[config.mk]
export PLATFORM = sky130hd
export DESIGN_NAME = canopen_encoder_link_handler_core
export DESIGN_NICKNAME = d
export VERILOG_FILES = /design/src/rtl/clh_pkg.sv /design/src/rtl/clh_cfg_regs.sv /design/src/rtl/clh_proc.sv /design/src/rtl/canopen_encoder_link_handler_core.sv
export SDC_FILE = /design/constraint.sdc
export NUM_CORES = 1
export LEC_CHECK = 0
export BUFFER_PORTS_ARGS = -buffer_cell sky130_fd_sc_hd__buf_2
export CAP_MARGIN = 30
export CORE_MARGIN = 10
export CORE_UTILIZATION = 25
export DETAILED_ROUTE_END_ITERATION = 16
export PLACE_DENSITY_LB_ADDON = 0.05
export SYNTH_ARGS = -nofsm -noshare
export SYNTH_HDL_FRONTEND = slang
export SYNTH_SLANG_ARGS = --single-unit
[constraint.sdc]
create_clock -name i_clk -period 7.94 [get_ports i_clk]
set_input_delay 0.794 -clock i_clk [delete_from_list [all_inputs] [get_ports i_clk]]
set_output_delay 0.794 -clock i_clk [all_outputs]
set_load 0.01 [all_outputs]
[src/rtl/clh_pkg.sv]
// Shared types and constants for the CANopen encoder link handler.
package clh_pkg;

    localparam int NODE_W    = 7;
    localparam int TICK_W    = 16;
    localparam int ID_W      = 11;
    localparam int BYTE_W    = 8;
    localparam int POS_W     = 16;
    localparam int PAYLOAD_W = 64;
    localparam int CFG_IDX_W = 2;
    localparam int CFG_DAT_W = 16;

    localparam logic [CFG_IDX_W-1:0] CFG_NODE_ID       = 2'd0;
    localparam logic [CFG_IDX_W-1:0] CFG_TIMEOUT_TICKS = 2'd1;

    localparam logic [NODE_W-1:0] NODE_ID_RESET       = 7'd1;
    localparam logic [TICK_W-1:0] TIMEOUT_TICKS_RESET = 16'd100;

    localparam logic [ID_W-1:0] ID_BOOTUP      = 11'h700;
    localparam logic [ID_W-1:0] ID_SDO_REPLY   = 11'd1408;
    localparam logic [ID_W-1:0] ID_PDO         = 11'd384;
    localparam logic [ID_W-1:0] ID_SDO_REQUEST = 11'd1536;
    localparam logic [ID_W-1:0] ID_NMT         = 11'd0;

    localparam logic [PAYLOAD_W-1:0] SDO_PAYLOAD = 64'h0000_000A_0062_0022;
    localparam logic [BYTE_W-1:0]    NMT_START   = 8'h01;

    localparam logic CMD_FRAME = 1'b0;
    localparam logic CMD_TICK  = 1'b1;

    localparam logic KIND_TX    = 1'b0;
    localparam logic KIND_DELTA = 1'b1;

    typedef struct packed {
        logic [NODE_W-1:0] node_id;
        logic [TICK_W-1:0] timeout_ticks;
    } t_cfg;

    typedef struct packed {
        logic              command;
        logic [ID_W-1:0]   frame_id;
        logic [BYTE_W-1:0] data_low;
        logic [BYTE_W-1:0] data_high;
    } t_item;

    typedef struct packed {
        logic                 result_kind;
        logic [ID_W-1:0]      tx_id;
        logic [PAYLOAD_W-1:0] tx_payload;
        logic [POS_W-1:0]     tick_delta;
        logic                 timed_out;
    } t_result;

endpackage

[src/rtl/clh_cfg_regs.sv]
// Configuration registers: node number and watchdog reload value.
module clh_cfg_regs import clh_pkg::*; (
    input  logic                 i_clk,
    input  logic                 i_rst_n,
    input  logic                 i_cfg_valid,
    input  logic [CFG_IDX_W-1:0] i_cfg_index,
    input  logic [CFG_DAT_W-1:0] i_cfg_data,
    output t_cfg                 o_cfg
);

    t_cfg r_cfg;
    t_cfg n_cfg;

    always_comb begin
        n_cfg = r_cfg;
        if (i_cfg_valid) begin
            case (i_cfg_index)
                CFG_NODE_ID:       n_cfg.node_id       = i_cfg_data[NODE_W-1:0];
                CFG_TIMEOUT_TICKS: n_cfg.timeout_ticks = i_cfg_data[TICK_W-1:0];
                default:           n_cfg = r_cfg;
            endcase
        end
    end

    always_ff @(posedge i_clk) begin
        if (!i_rst_n) begin
            r_cfg.node_id       <= NODE_ID_RESET;
            r_cfg.timeout_ticks <= TIMEOUT_TICKS_RESET;
        end else begin
            r_cfg <= n_cfg;
        end
    end

    assign o_cfg = r_cfg;

endmodule

[src/rtl/clh_proc.sv]
// Frame decode, watchdog and position state; builds at most one result per word.
module clh_proc import clh_pkg::*; (
    input  logic    i_clk,
    input  logic    i_rst_n,
    input  logic    i_fire,
    input  t_item   i_item,
    input  t_cfg    i_cfg,
    output logic    o_res_valid,
    output t_result o_res
);

    logic [TICK_W-1:0] r_watchdog;
    logic [TICK_W-1:0] n_watchdog;
    logic [POS_W-1:0]  r_last_pos;
    logic [POS_W-1:0]  n_last_pos;

    logic [ID_W-1:0]   node_ext;
    logic [TICK_W-1:0] wd_dec;
    logic [POS_W-1:0]  pos;
    logic              is_boot;
    logic              is_reply;
    logic              is_pdo;

    assign node_ext = {{(ID_W-NODE_W){1'b0}}, i_cfg.node_id};
    assign wd_dec   = r_watchdog - 1'b1;
    assign pos      = {i_item.data_high, i_item.data_low};
    assign is_boot  = i_item.frame_id == (ID_BOOTUP + node_ext);
    assign is_reply = i_item.frame_id == (ID_SDO_REPLY + node_ext);
    assign is_pdo   = i_item.frame_id == (ID_PDO + node_ext);

    always_comb begin
        n_watchdog  = r_watchdog;
        n_last_pos  = r_last_pos;
        o_res_valid = 1'b0;
        o_res       = '0;
        if (i_item.command == CMD_TICK) begin
            n_watchdog = wd_dec;
            if (wd_dec == '0) begin
                n_watchdog       = i_cfg.timeout_ticks;
                n_last_pos       = '0;
                o_res_valid      = 1'b1;
                o_res.tx_id      = ID_SDO_REQUEST + node_ext;
                o_res.tx_payload = SDO_PAYLOAD;
                o_res.timed_out  = 1'b1;
            end
        end else if (is_boot) begin
            n_watchdog       = i_cfg.timeout_ticks;
            o_res_valid      = 1'b1;
            o_res.tx_id      = ID_SDO_REQUEST + node_ext;
            o_res.tx_payload = SDO_PAYLOAD;
        end else if (is_reply) begin
            n_watchdog       = i_cfg.timeout_ticks;
            o_res_valid      = 1'b1;
            o_res.tx_id      = ID_NMT;
            o_res.tx_payload = {{(PAYLOAD_W-NODE_W-1-BYTE_W){1'b0}}, 1'b0,
                                i_cfg.node_id, NMT_START};
        end else if (is_pdo) begin
            n_watchdog        = i_cfg.timeout_ticks;
            n_last_pos        = pos;
            o_res_valid       = 1'b1;
            o_res.result_kind = KIND_DELTA;
            o_res.tick_delta  = pos - r_last_pos;
        end
    end

    always_ff @(posedge i_clk) begin
        if (!i_rst_n) begin
            r_watchdog <= TIMEOUT_TICKS_RESET;
            r_last_pos <= '0;
        end else if (i_fire) begin
            r_watchdog <= n_watchdog;
            r_last_pos <= n_last_pos;
        end
    end

endmodule

[src/rtl/canopen_encoder_link_handler_core.sv]
// CANopen encoder link handler: top level with input and result registers.
// A word accepted passes through the input register and, when it yields a
// result, the result register, from which it is taken.
// Throughput: one word per cycle; the input register moves on whenever the
// result register is empty or being taken.
// Reset (synchronous, active low) clears both valid bits, loads node 1,
// a 100-tick watchdog and a zero last position.
module canopen_encoder_link_handler_core import clh_pkg::*; (
    input  logic                       i_clk,
    input  logic                       i_rst_n,
    input  logic                       i_in_valid,
    output logic                       o_in_stall,
    input  logic                       i_command,
    input  logic [ID_W-1:0]            i_frame_id,
    input  logic [BYTE_W-1:0]          i_data_low,
    input  logic [BYTE_W-1:0]          i_data_high,
    output logic                       o_out_valid,
    input  logic                       i_out_stall,
    output logic                       o_result_kind,
    output logic [ID_W-1:0]            o_tx_id,
    output logic [PAYLOAD_W-1:0]       o_tx_payload,
    output logic signed [POS_W-1:0]    o_tick_delta,
    output logic                       o_timed_out,
    input  logic                       i_cfg_valid,
    output logic                       o_cfg_ready,
    input  logic [CFG_IDX_W-1:0]       i_cfg_index,
    input  logic [CFG_DAT_W-1:0]       i_cfg_data
);

    logic    r_in_valid;
    t_item   r_in_item;
    logic    r_out_valid;
    t_result r_out;
    logic    n_out_valid;

    t_cfg    cfg;
    t_result res;
    logic    res_valid;
    logic    fire;

    assign fire        = r_in_valid && (!r_out_valid || !i_out_stall);
    assign o_in_stall  = r_in_valid && !fire;
    assign o_cfg_ready = 1'b1;

    clh_cfg_regs u_cfg (
        .i_clk       (i_clk),
        .i_rst_n     (i_rst_n),
        .i_cfg_valid (i_cfg_valid),
        .i_cfg_index (i_cfg_index),
        .i_cfg_data  (i_cfg_data),
        .o_cfg       (cfg)
    );

    clh_proc u_proc (
        .i_clk       (i_clk),
        .i_rst_n     (i_rst_n),
        .i_fire      (fire),
        .i_item      (r_in_item),
        .i_cfg       (cfg),
        .o_res_valid (res_valid),
        .o_res       (res)
    );

    always_ff @(posedge i_clk) begin
        if (!i_rst_n) begin
            r_in_valid <= 1'b0;
        end else if (!o_in_stall) begin
            r_in_valid <= i_in_valid;
        end
    end

    always_ff @(posedge i_clk) begin
        if (i_in_valid && !o_in_stall) begin
            r_in_item <= {i_command, i_frame_id, i_data_low, i_data_high};
        end
    end

    always_comb begin
        n_out_valid = r_out_valid && i_out_stall;
        if (fire && res_valid) begin
            n_out_valid = 1'b1;
        end
    end

    always_ff @(posedge i_clk) begin
        if (!i_rst_n) begin
            r_out_valid <= 1'b0;
        end else begin
            r_out_valid <= n_out_valid;
        end
    end

    always_ff @(posedge i_clk) begin
        if (fire && res_valid) begin
            r_out <= res;
        end
    end

    assign o_out_valid   = r_out_valid;
    assign o_result_kind = r_out.result_kind;
    assign o_tx_id       = r_out.tx_id;
    assign o_tx_payload  = r_out.tx_payload;
    assign o_tick_delta  = r_out.tick_delta;
    assign o_timed_out   = r_out.timed_out;

endmodule

; ---- Word level (Yosys, flattened, before mapping)
; Index checks and enable logic that the tools add are counted.
[totals]
word_cells = 69
input_bits = 51
out_inout_bits = 96
reg_bits = 178
[op_classes]
eq_ne = 7
mux = 20
n_addsub = 6
n_reduce_logical = 20
bitwise = 1
[op_table]
columns = cell, count
row1 = two-way mux 75 bit, 3
row2 = two-way mux 16 bit, 10
row3 = equality test 11 bit, 3
row4 = logical NOT 16 bit, 1
row5 = "subtractor 16 x 1 -> 16 bit, second input constant", 1
row6 = subtractor 16 bit, 1
row7 = two-way mux 15 bit, 1
row8 = "adder 10 x 8 -> 11 bit, first input constant", 1
row9 = "adder 11 x 7 -> 11 bit, first input constant", 1
row10 = "adder 9 x 7 -> 10 bit, first input constant", 1
row11 = "adder 9 x 8 -> 10 bit, first input constant", 1
row12 = two-way mux 1 bit, 6
row13 = AND reduction 2 bit, 3
row14 = logical AND 1 bit, 5
row15 = AND reduction 5 bit, 1
row16 = logical NOT 1 bit, 4
row17 = "!= test 2 bit, second input constant", 2
row18 = nonzero test 4 bit, 1
row19 = OR reduction 4 bit, 1
row20 = OR reduction 3 bit, 1
row21 = "equality test 2 x 1 -> 1 bit, second input constant", 1
row22 = logical NOT 2 bit, 1
row23 = "!= test 2 x 1 -> 1 bit, second input constant", 1
row24 = nonzero test 2 bit, 1
row25 = other kinds (2), 2

; ---- Depth between registers and ports, before layout
; Gate-level depths: netlist of the first run.
[depth]
ltp_word = 8
mapped_depth = 12

; ---- Cells and area by module
; A second synthesis of the first run with hierarchy kept.
[hier_totals]
hier_cells = 701
area_unflattened_um2 = 8260.4
[modules_own_cells]
columns = module, n_inst, cells_per_inst, area_each_um2
row1 = canopen_encoder_link_handler_core, 1, 133, 3736.1
row2 = clh_proc, 1, 470, 3589.7
row3 = clh_cfg_regs, 1, 98, 934.6

; ---- Least setup slack after synthesis of the first run
; No wires, ideal clock.
[synth_timing]
kind = reg-to-reg
startpoint = reg u_proc.r_watchdog[0]
endpoint = reg r_out (netlist bit o_result_kind) (enable)
required_time_ns = 7.551
arrival_ns = 3.159
slack_ns = 4.392
synth_period_minus_slack_ns = 3.548
n_path_buf = 2
stages_incl_launch_ff = 12
path_cell_list = dfxtp_1 -> inv_1 -> ha_1 -> clkbuf_1 -> nor4b_4 -> xor2_1 -> or3_1 -> a211o_1 -> o31ai_4 -> buf_6 -> nand2_1 -> inv_1
[synth_between]
elab_chain_len = 5
[synth_lines]
columns = item, line_no
row1 = start: declaration, clh_proc.sv:12  ; logic [TICK_W-1:0] r_watchdog;
row2 = start signal: assignment, clh_proc.sv:71  ; r_watchdog <= n_watchdog;
row3 = subtractor 16 x 1 -> 16 bit, clh_proc.sv:25  ; assign wd_dec = r_watchdog - 1'b1;
row4 = logical NOT 16 bit, clh_proc.sv:38  ; if (wd_dec == '0) begin
row5 = two-way mux 1 bit, clh_proc.sv:38
row6 = two-way mux 1 bit, clh_proc.sv:36  ; if (i_item.command == CMD_TICK) begin
row7 = logical AND 1 bit, canopen_encoder_link_handler_core.sv:94  ; if (fire && res_valid) begin
row8 = end signal: assignment, canopen_encoder_link_handler_core.sv:95  ; r_out <= res;
row9 = end: declaration, canopen_encoder_link_handler_core.sv:33  ; t_result r_out;
; Every way passes these cells.
; A chain may end at the register's enable or synchronous reset.

; ---- Final worst setup path of the first run
[layout_timing]
startpoint = reg u_proc.r_watchdog[0]
endpoint = reg r_out (netlist bit o_tx_id[1]) (enable)
; Same word-level chain as after synthesis.

==> results by group, run 1 <==
Setup path
  • Crit end category: flop
  • Setup Crit Path Kind: flop to flop
  • Crit path DAT: 4.45 ns
  • Setup crit start kind: flop
  • CP max FO: 18
  • Required time of the critical path: 8.04 ns

Layout
  • Nets: 743
  • Commonest non-fill, non-tap cell in the layout: buf_2
  • Most frequent cells in the layout: 94 x buf_2, 62 x edfxtp_1, 57 x dfxtp_1
  • Layout area overhead: 19.2%
  • Fillcell total: 2530
  • Post-route core utilization: 0.301
  • Ant. Diodes: 0
  • Share of layout cells above drive strength 1: 0.213

Timing
  • Final total negative setup slack: 0 ns
  • Final Slew Violations: 0
  • Minimum clock period: 4.35 ns
  • Worst slew pin tran: 0.956 ns
  • RSZ-0062 raised after global routing: false
  • Max Clock Skew: 0.00932 ns
  • Final setup viols: 0
  • FMAX: 0.230 GHz
  • Worst slew margin: 0.363
  • Final hold violation count: 0
  • Final period util: 0.548

Drt
  • Avg WL per Cell: 16.5 um
  • DRT Wirelength: 16700 um
  • # DRC: 0
  • First-pass DRT Iterations: 5
  • Antenna Nets Post-Route: 0
  • DR vias/cell: 4.33
  • DR vias: 4378
  • DRT iter0 DRCs: 161

Pwr
  • Clock network power share: 0.509
  • Leakage: 0.00280 uW
  • Comb power frac: 0.071
  • Peak VDD IR: 0.103 mV
  • Int Power: 1250 uW
  • Tot Pwr: 1610 uW
  • Sw Ratio: 0.228
  • Reg power frac: 0.420
  • PD cells: 222 mW/mm^2
  • Sw power: 367 uW

CTS
  • Max Buffers Root-to-Sink: 2
  • Clk sink count: 119
  • CTS tree: done
  • Root Buffer: clkbuf_16
  • H-tree depth: 4
  • Clk Latency, worst-skew pair: 0.41 ns
  • Postcts setup bufs: 0
  • Hold Buf Count CTS: 0
  • Post-CTS Resized: 0
  • Clock transition at the registers of the reported paths: 0.06 ns
  • CTS Buf Count: 17

GRT
  • First-pass GRT wire length: 26200 um
  • GRT Total Usage: 0.108
  • Gr ovfl total: 0
  • Vias in the first global route: 4559
  • Largest net degree at the start of global routing: 38
  • Initial antenna violation count: 0

Die
  • Core ar.: 0.0242 sq mm
  • Row count: 57
  • DIE WIDTH: 176 um
  • Number of top-level pins: 147
  • Starting Density: 0.252
  • Die H: 176 um
  • Die area: 0.0310 sq mm

Placement
  • Port Buffers: 94
  • GPL Wtd Cong: 0.766
  • Detailed Place HPWL: 12300 um

Synthesis
  • Post-synth EDFFs: 62
  • Top-area cell type share of the netlist area: 0.305
  • Warnings from Yosys: 0
  • Synth area leader: edfxtp_1
  • Async SR Flop Fraction: 0
  • Syn Inst Count: 591
  • Synth unique cells: 65
  • Register area share after synthesis: 0.493
  • Mapped Area: 0.00610 sq mm
  • Main synth FF type: edfxtp_1
  • Syn_area_per_cell: 10.3 sq um
  • Top cells by area, synth: edfxtp_1 31%, dfxtp_1 19%, buf_4 7.6%, ha_1 3.5%, nand2_1 3.1%
  • Yosys reg bits: 119

Status
  • Outcome: complete, no violations

Job
  • Max-cap violations: 0

Hold path
  • Hold Path Class: flop to flop
==> flip-flops by register name (all words and copies together), names as in the netlist <==
signal	count
r_in_valid	1
u_cfg.o_cfg	23
o_tick_delta	16
r_in_item	28
u_proc.r_last_pos	16
o_tx_payload	9
u_proc.r_watchdog	16
o_out_valid	1
o_tx_id	7
o_timed_out	1
o_result_kind	1
==> final timing paths <==
check | from | slack (ns) | endpoint | cells after the start
max reg2reg | u_proc.r_watchdog[0] | 3.59 | o_tx_id[1] | 11
min | u_cfg.o_cfg[9] | 0.46 | u_cfg.o_cfg[9] | 2
max | u_proc.r_watchdog[0] | 3.59 | o_tx_id[1] | 11
min reg2reg | u_cfg.o_cfg[9] | 0.46 | u_cfg.o_cfg[9] | 2
==> power groups by stage <==
stage          Combinational (uW)  Clock (uW)  Sequential (uW)
3_3_place_gp                  114           0              691
4_1_cts                       116         846              678
2_1_floorplan                 100           0              685
5_1_grt                       130         875              680
6_report                      115         821              678
3_5_place_dp                  115           0              691
==> per-layer routing <==
metal  wire length, um  vias to the layer above  part of all wire  GRT usage
li1                  -                     2183                 -          -
met1              7630                     2070              0.46      0.130
met2              8080                      115              0.48      0.181
met3               894                       10             0.053     0.0370
met4               121                        0            0.0072     0.0297
met5                 0                        -                 0          0
==> synthesized netlist by cell type, types with 13 or more instances <==
| library cell | count |
|---|---|
| inv_1 | 27 |
| dfxtp_1 | 57 |
| nor2_1 | 32 |
| a21oi_1 | 28 |
| o21ai_0 | 13 |
| ha_1 | 17 |
| nor3_1 | 15 |
| a22o_1 | 15 |
| buf_4 | 62 |
| edfxtp_1 | 62 |
| nor2b_1 | 15 |
| nand2_1 | 50 |
| clkbuf_1 | 16 |
| nand3_1 | 16 |
| xnor2_1 | 14 |
==> worst max-delay path: stages (launching register included) <==
cell and delay, ns:
dfxtp_1 0.37, inv_1 0.08, ha_1 0.34, nor4b_4 0.47, xor2_1 0.10, or3_1 0.32
a211o_1 0.41, o31ai_4 0.61, buf_8 0.23, nand2_1 0.07, inv_1 0.61, buf_4 0.39
==> cell families after synthesis <==
logic type	after synthesis	synth area share
and+or+nand+nor	203	0.185
adders and majority gates	18	0.0382
xor gates and xnor gates	21	0.0302
AOI/OAI and AO/OA	106	0.127
buffers and inverters	114	0.112
muxes	8	0.0131
DFF	119	0.493
other	2	0.00123
==> area by class of cell <==
class                      count  area [sq um]  share of cell area
clock buffer                  20           457              0.0628
clock inverter                12           174              0.0239
inverter                      28           105              0.0145
multi-input combinational    408          2600               0.358
sequential                   119          3000               0.413
tap                          324           405              0.0558
timing repair buffer         100           523              0.0719
==> per-stage QoR <==
stage          instances  hold WS [ns]  cell area, sq um  setup slack [ns]
4_1_cts             1011         0.463              7270              3.47
5_1_grt             1011         0.482              7270              3.19
3_5_place_dp         979         0.452              6640              3.48
2_1_floorplan        641         0.432              6280              4.39
3_3_place_gp         978         0.452              6620              3.42
6_report            1011         0.460              7270              3.59
No activity file was read; power rests on OpenSTA's default activity.
==> run 2: changes to the inputs <==
==> constraint.sdc (replaced) <==
create_clock -name i_clk -period 4.29 [get_ports i_clk]
set_input_delay 0.429 -clock i_clk [delete_from_list [all_inputs] [get_ports i_clk]]
set_output_delay 0.429 -clock i_clk [all_outputs]
set_load 0.01 [all_outputs]
==> run 2 against run 1 <==
Effect of this change: count of clock-buffer cells in the layout unchanged; final cell count up 0.20%; setup slack worse by 2.8 ns; worst hold slack worse by 0.27 ns; die area unchanged; utilization shrank 0.16 points; largest power group unchanged; largest cell class unchanged; sequential power increased by 86%; sequential cell count unchanged; register-to-register slack got worse by 2.8 ns; combinational power is 83% higher; power is 78% higher; critical endpoint is now o_tick_delta[0]; design area fell by 0.53%.
==> results by group, run 2 (same netlist as run 1, synthesis figures left out) <==
Status
  • Outcome: complete, no violations

Setup path
  • Launch point of the worst reg-to-reg path: u_proc.r_watchdog[0]
  • Required time of the critical path: 4.38 ns (-3.66 ns)
  • Setup crit start kind: flop
  • R2R setup slack: 0.83 ns (-2.76 ns)
  • CP endpoint: o_tick_delta[0]
  • CP max FO: 23 (+5)
  • Setup Crit Path Kind: flop to flop
  • Crit end category: flop
  • CP Launch Point: u_proc.r_watchdog[0]
  • Worst r2r path cells: 11 (unchanged)
  • Crit path DAT: 3.55 ns (-0.90 ns)
  • R2r endpoint: o_tick_delta[0]

CTS
  • H-tree depth: 4 (unchanged)
  • CTS Buf Count: 17 (unchanged)
  • Max Buffers Root-to-Sink: 2 (unchanged)
  • Post-CTS Resized: 0 (unchanged)
  • Root Buffer: clkbuf_16
  • Clock transition at the registers of the reported paths: 0.06 ns (about the same)
  • Clk sink count: 119 (unchanged)
  • Clk Latency, worst-skew pair: 0.41 ns (about the same)
  • Postcts setup bufs: 0 (unchanged)
  • Hold Buf Count CTS: 0 (unchanged)
  • CTS tree: done

Die
  • Number of top-level pins: 147 (unchanged)
  • Die H: 176 um (unchanged)
  • Core ar.: 0.0242 sq mm (unchanged)
  • Die area: 0.0310 sq mm (unchanged)
  • DIE WIDTH: 176 um (unchanged)
  • Starting Density: 0.252 (unchanged)
  • Row count: 57 (unchanged)

Timing
  • Final Slew Violations: 0 (unchanged)
  • Final hold violation count: 0 (unchanged)
  • Minimum clock period: 3.46 ns (-0.892 ns)
  • Worst slew pin tran: 0.957 ns (+0.00124 ns)
  • Final total negative setup slack: 0 ns (unchanged)
  • Worst slew margin: 0.362 (-0.000825)
  • Max Clock Skew: 0.0102 ns (+0.000889 ns)
  • Final period util: 0.806 (+0.258)
  • FMAX: 0.289 GHz (+26%)
  • Final setup viols: 0 (unchanged)
  • RSZ-0062 raised after global routing: false

Pwr
  • Reg power frac: 0.436 (+0.016)
  • Leakage: 0.00277 uW (-0.85%)
  • Int Power: 2190 uW (+75%)
  • PD cells: 398 mW/mm^2 (+79%)
  • Comb power frac: 0.073 (+0.002)
  • Tot Pwr: 2880 uW (+78%)
  • Clock network power share: 0.491 (-0.018)
  • Peak VDD IR: 0.229 mV (+120%)
  • Sw power: 693 uW (+89%)
  • Sw Ratio: 0.241 (+0.0130)

Drt
  • # DRC: 0 (unchanged)
  • DR vias/cell: 4.32 (-0.33%)
  • Antenna Nets Post-Route: 0 (unchanged)
  • DR vias: 4372 (-0.14%)
  • DRT Wirelength: 16700 um (about the same)
  • DRT iter0 DRCs: 184 (+14%)
  • Avg WL per Cell: 16.5 um (-0.11%)
  • First-pass DRT Iterations: 4 (-1)

GRT
  • First-pass GRT wire length: 26200 um (+0.16%)
  • Initial antenna violation count: 0 (unchanged)
  • Vias in the first global route: 4548 (-0.24%)
  • GRT Total Usage: 0.109 (+0.000923)
  • Largest net degree at the start of global routing: 38 (unchanged)
  • Gr ovfl total: 0 (unchanged)

Layout
  • Layout area overhead: 18.6%
  • Layout Cells excl Fill: 1013 (+0.20%)
  • Ant. Diodes: 0 (unchanged)
  • Finished Cell Area: 0.00723 sq mm (-0.53%)
  • Largest register FFs: 28 (unchanged)
  • Fillcell total: 2577 (+1.9%)
  • Share of layout cells above drive strength 1: 0.213 (+0.000834)
  • Largest Register: r_in_item
  • Post-route core utilization: 0.299 (-0.00160)
  • Most frequent cells in the layout: 94 x buf_2, 62 x edfxtp_1, 57 x dfxtp_1
  • Commonest non-fill, non-tap cell in the layout: buf_2
  • Nets: 745 (+0.27%)

Placement
  • Placed Area: 0.00665 sq mm (+0.11%)
  • GPL Wtd Cong: 0.789 (+3.0%)
  • Detailed Place HPWL: 12400 um (+0.65%)
  • Placed cell count: 981 (+0.20%)
  • Port Buffers: 94 (unchanged)

Hold path
  • Hold Path Class: input pin to flop

Job
  • Max-cap violations: 0 (unchanged)
-- run 2: worst min path at each step --
stage                           endpoint  slack (ns)           start  depth (start not counted)
final                       r_in_item[8]        0.19   i_data_low[0]                          1
after global routing       r_in_item[12]        0.17   i_data_low[4]                          1
after CTS                   r_in_item[9]        0.18   i_data_low[1]                          1
after detailed placement  u_cfg.o_cfg[3]        0.45  u_cfg.o_cfg[3]                          2
after global placement    u_cfg.o_cfg[2]        0.45  u_cfg.o_cfg[2]                          2
after floorplan           u_cfg.o_cfg[2]        0.43  u_cfg.o_cfg[2]                          2
-- run 2: routing by layer --
metal	GRT usage	share of wire	vias to the layer above
li1	-	-	2184
met1	0.134	0.45	2064
met2	0.179	0.48	108
met3	0.0305	0.049	16
met4	0.0389	0.014	0
met5	0	0	-
-- run 2: layout make-up --
class	count	area [sq um]	share of cell area
well taps	324	405	0.0561
clock buffers	20	457	0.0632
multi-input cells	408	2600	0.360
repair buffers	102	531	0.0734
inverters	28	105	0.0145
flip-flops and latches	119	3000	0.415
clock inverters	12	128	0.0177
-- run 2: power groups by stage --
stage	Sequential (uW)	Combinational, uW	Clock (uW)
after floorplan	1270	185	0
after global placement	1280	212	0
after detailed placement	1280	212	0
after CTS	1260	213	1450
after global routing	1260	238	1500
final	1260	211	1410
-- run 2: stage by stage --
| stage | hold WS, ns | worst slack (ns) |
|---|---|---|
| after floorplan | 0.432 | 0.742 |
| final | 0.190 | 0.831 |
| after global placement | 0.450 | 0.890 |
| after CTS | 0.175 | 0.793 |
| after detailed placement | 0.450 | 0.805 |
| after global routing | 0.169 | 0.519 |
-- run 2: critical path, stage by stage, from the launching register on --
cell and delay (ns):
dfxtp_1 0.38, inv_1 0.09, ha_1 0.33, nor4b_4 0.44, xor2_1 0.11, or3_1 0.31, a211o_1 0.40, o31ai_4 0.23
buf_4 0.32, nand2_1 0.11, inv_1 0.11, buf_4 0.27
==> run 3: changes to the inputs <==
--- a/config.mk
+++ b/config.mk
@@ -5,6 +5,7 @@
 export SDC_FILE = /design/constraint.sdc
 export NUM_CORES = 1
 export LEC_CHECK = 0
+export ABC_AREA = 1
 export BUFFER_PORTS_ARGS = -buffer_cell sky130_fd_sc_hd__buf_2
 export CAP_MARGIN = 30
 export CORE_MARGIN = 10
==> constraint.sdc (replaced) <==
create_clock -name i_clk -period 3.32 [get_ports i_clk]
set_input_delay 0.332 -clock i_clk [delete_from_list [all_inputs] [get_ports i_clk]]
set_output_delay 0.332 -clock i_clk [all_outputs]
set_load 0.01 [all_outputs]
==> run 3 against run 2 <==
Effect of this change: setup slack got worse by 0.37 ns; synthesized area up 6.6%; register-to-register slack got worse by 0.37 ns; clock power grew 35%; critical path depth increased by 2; die area up 5.8%; synthesized cell count up 38%; worst hold slack worse by 0.094 ns; sequential cell count did not move; utilization up 0.36 points; wire length increased by 9.3%; critical path type unchanged; critical endpoint is now o_tick_delta[11]; largest cell class unchanged.
==> results by group, run 3 <==
Synthesis
  • Syn Inst Count: 815 (+38%)
  • Top cells by area, synth: edfxtp_1 29%, dfxtp_1 18%, nand2_1 9.9%, buf_4 7.0%, nor2_1 6.2%
  • Count leader, synth: nand2_1
  • Yosys reg bits: 119 (unchanged)
  • Top-area cell type share of the netlist area: 0.287 (-0.0188)
  • Post-synth EDFFs: 62 (unchanged)
  • Register area share after synthesis: 0.462 (-0.0303)
  • Warnings from Yosys: 0 (unchanged)
  • Top post-synthesis cells by count: 172 x nand2_1, 107 x nor2_1, 94 x inv_1
  • Synth area leader: edfxtp_1
  • Syn_area_per_cell: 7.97 sq um (-23%)
  • Mapped Area: 0.00650 sq mm (+6.6%)
  • Synth unique cells: 41 (-37%)
  • Main synth FF type: edfxtp_1
  • Async SR Flop Fraction: 0 (unchanged)

Timing
  • Worst slew margin: 0.549 (+0.187)
  • FMAX: 0.349 GHz (+21%)
  • Final Slew Violations: 0 (unchanged)
  • Minimum clock period: 2.86 ns (-0.596 ns)
  • Max Clock Skew: 0.0132 ns (+0.00301 ns)
  • Final total negative setup slack: 0 ns (unchanged)
  • RSZ-0062 raised after global routing: false
  • Worst slew pin tran: 0.674 ns (-0.283 ns)
  • Final period util: 0.863 (+0.0562)
  • Final setup viols: 0 (unchanged)
  • Final hold violation count: 0 (unchanged)

Layout
  • Multi-input logic area: 0.00276 sq mm (+6.0%)
  • Most frequent cells in the layout: 172 x nand2_1, 107 x nor2_1, 94 x inv_1, 94 x buf_2, 62 x edfxtp_1
  • Largest register FFs: 28 (unchanged)
  • Finished Cell Area: 0.00769 sq mm (+6.3%)
  • Share of layout cells above drive strength 1: 0.180 (-0.0338)
  • Fillcell total: 2820 (+9.4%)
  • Commonest non-fill, non-tap cell in the layout: nand2_1
  • Ant. Diodes: 0 (unchanged)
  • Storage element area: 0.00300 sq mm (unchanged)
  • Nets: 975 (+31%)
  • Layout area overhead: 18.3%
  • Largest Register: r_in_item

Setup path
  • Crit path cell chain: inv_1 > ha_1 > nand2_4 > nor2_4 > nor2_1 > nor2_2 > nand3_1 > nor2_1 > nand3_4 > nand2_4 > nand2_1 > inv_1 > buf_12
  • Crit path DAT: 2.96 ns (-0.59 ns)
  • Buf/Inv on CP: 3 (-1)
  • Top cell family by delay on the critical path: simple AND/OR/NAND/NOR gates
  • R2R setup slack: 0.46 ns (-0.37 ns)
  • CP max FO: 34 (+48%)
  • R2r endpoint: o_tick_delta[11]
  • Setup Crit Path Kind: flop to flop
  • Launch point of the worst reg-to-reg path: u_proc.r_watchdog[0]
  • Crit end category: flop
  • Critical Path Slowest Stage Cell: ha_1
  • CP peak stage delay: 0.36 ns (-0.08 ns)
  • Setup crit start kind: flop
  • Required time of the critical path: 3.42 ns (-0.96 ns)
  • Worst r2r path cells: 13 (+2)

Placement
  • Detailed Place HPWL: 14000 um (+13%)
  • GPL Wtd Cong: 0.827 (+4.8%)
  • Port Buffers: 94 (unchanged)
  • Placed Area: 0.00708 sq mm (+6.6%)

Drt
  • DR vias/cell: 4.10 (-5.1%)
  • # DRC: 0 (unchanged)
  • Avg WL per Cell: 14.6 um (-11%)
  • DRT Wirelength: 18300 um (+9.3%)
  • DR vias: 5115 (+17%)
  • DRT iter0 DRCs: 227 (+23%)
  • Antenna Nets Post-Route: 0 (unchanged)
  • First-pass DRT Iterations: 4 (unchanged)

GRT
  • Largest net degree at the start of global routing: 43 (+13%)
  • Vias in the first global route: 5321 (+17%)
  • GRT Total Usage: 0.112 (+0.00333)
  • Gr ovfl total: 0 (unchanged)
  • Initial antenna violation count: 0 (unchanged)
  • First-pass GRT wire length: 29600 um (+13%)

Die
  • Number of top-level pins: 147 (unchanged)
  • Starting Density: 0.256 (+0.00363)
  • DIE WIDTH: 181 um (+2.9%)
  • Row count: 58 (+1.8%)
  • Die area: 0.0328 sq mm (+5.8%)
  • Die H: 181 um (+2.9%)
  • Core ar.: 0.0254 sq mm (+5.1%)

CTS
  • H-tree depth: 4 (unchanged)
  • CTS Buf Count: 17 (unchanged)
  • Clock transition at the registers of the reported paths: 0.06 ns (about the same)
  • Post-CTS Resized: 0 (unchanged)
  • Root Buffer: clkbuf_16
  • Postcts setup bufs: 0 (unchanged)
  • Hold Buf Count CTS: 0 (unchanged)
  • Max Buffers Root-to-Sink: 2 (unchanged)
  • Clk sink count: 119 (unchanged)
  • CTS tree: done
  • Clk Latency, worst-skew pair: 0.41 ns (about the same)

Pwr
  • Peak VDD IR: 0.272 mV (+19%)
  • PD cells: 505 mW/mm^2 (+27%)
  • Clock network power share: 0.492 (about the same)
  • Reg power frac: 0.418 (-0.018)
  • Sw Ratio: 0.255 (+0.0145)
  • Sw power: 991 uW (+43%)
  • Int Power: 2890 uW (+32%)
  • Comb power frac: 0.090 (+0.017)
  • Leakage: 0.00345 uW (+25%)

Job
  • Max-cap violations: 0 (unchanged)

Status
  • Outcome: complete, no violations

Hold path
  • Min-Delay Endpoint: r_in_item[18]
  • Min-delay src: i_frame_id[2]
  • WHS Path Cells: 1 (unchanged)
  • Hold Path Class: input pin to flop
-- run 3: cell count changes after synthesis, sizes merged, moves of 16 or more --
cell,previous run,this run
nand2,50,181
nor2,32,120
inv,27,96
nand3,17,59
a21oi,28,61
o21ai,15,31
-- run 3: routing by layer --
| layer | share of wire | track usage |
|---|---|---|
| met1 | 0.47 | 0.138 |
| met2 | 0.48 | 0.189 |
| met3 | 0.046 | 0.0306 |
| met4 | 0.0061 | 0.0293 |
| met5 | 0 | 0 |
-- run 3: final cells by class --
| type | instances | share of cell area |
|---|---|---|
| Timing Repair Buffer | 102 | 0.0706 |
| Multi-Input combinational cell | 568 | 0.359 |
| Clock inverter | 14 | 0.0226 |
| Clock buffer | 18 | 0.0558 |
| Inverter | 98 | 0.0479 |
| Tap cell | 330 | 0.0537 |
| Sequential cell | 119 | 0.391 |
-- run 3: logic make-up after synthesis --
logic type | share of synthesized area
AOI/OAI and AO/OA | 0.0884
xor gates and xnor gates | 0.0135
adders and majority gates | 0.0358
buffers and inverters | 0.142
DFF | 0.462
other | 0.00116
and+or+nand+nor | 0.257
-- run 3: power by group through the flow --
stage	sequential, uW	clock (uW)	combinational [uW]
4_1_cts	1620	1980	355
6_report	1620	1910	350
5_1_grt	1630	2050	403
2_1_floorplan	1650	0	284
3_3_place_gp	1660	0	357
3_5_place_dp	1650	0	353
-- run 3: how the worst max path moves through the flow --
stage,startpoint,end,cells past startpoint
detailed placement,u_proc.r_watchdog[0],o_tick_delta[11],13
global route,u_proc.r_watchdog[0],o_tick_delta[6],13
CTS,u_proc.r_watchdog[0],o_tick_delta[6],13
finish,u_proc.r_watchdog[0],o_tick_delta[11],13
floorplan,u_proc.r_watchdog[0],o_result_kind,13
global placement,u_proc.r_watchdog[0],o_tick_delta[15],13
-- run 3: through the flow --
step	std cells	util	power [uW]	setup slack (ns)	hold slack, ns
final	1249	0.303	3880	0.456	0.0962
after detailed placement	1217	0.279	2010	0.429	0.452
after global placement	1217	0.279	2010	0.471	0.452
after global routing	1249	0.303	4080	0.173	0.0714
after floorplan	865	-	1930	0.405	0.430
after CTS	1249	0.303	3960	0.413	0.0701
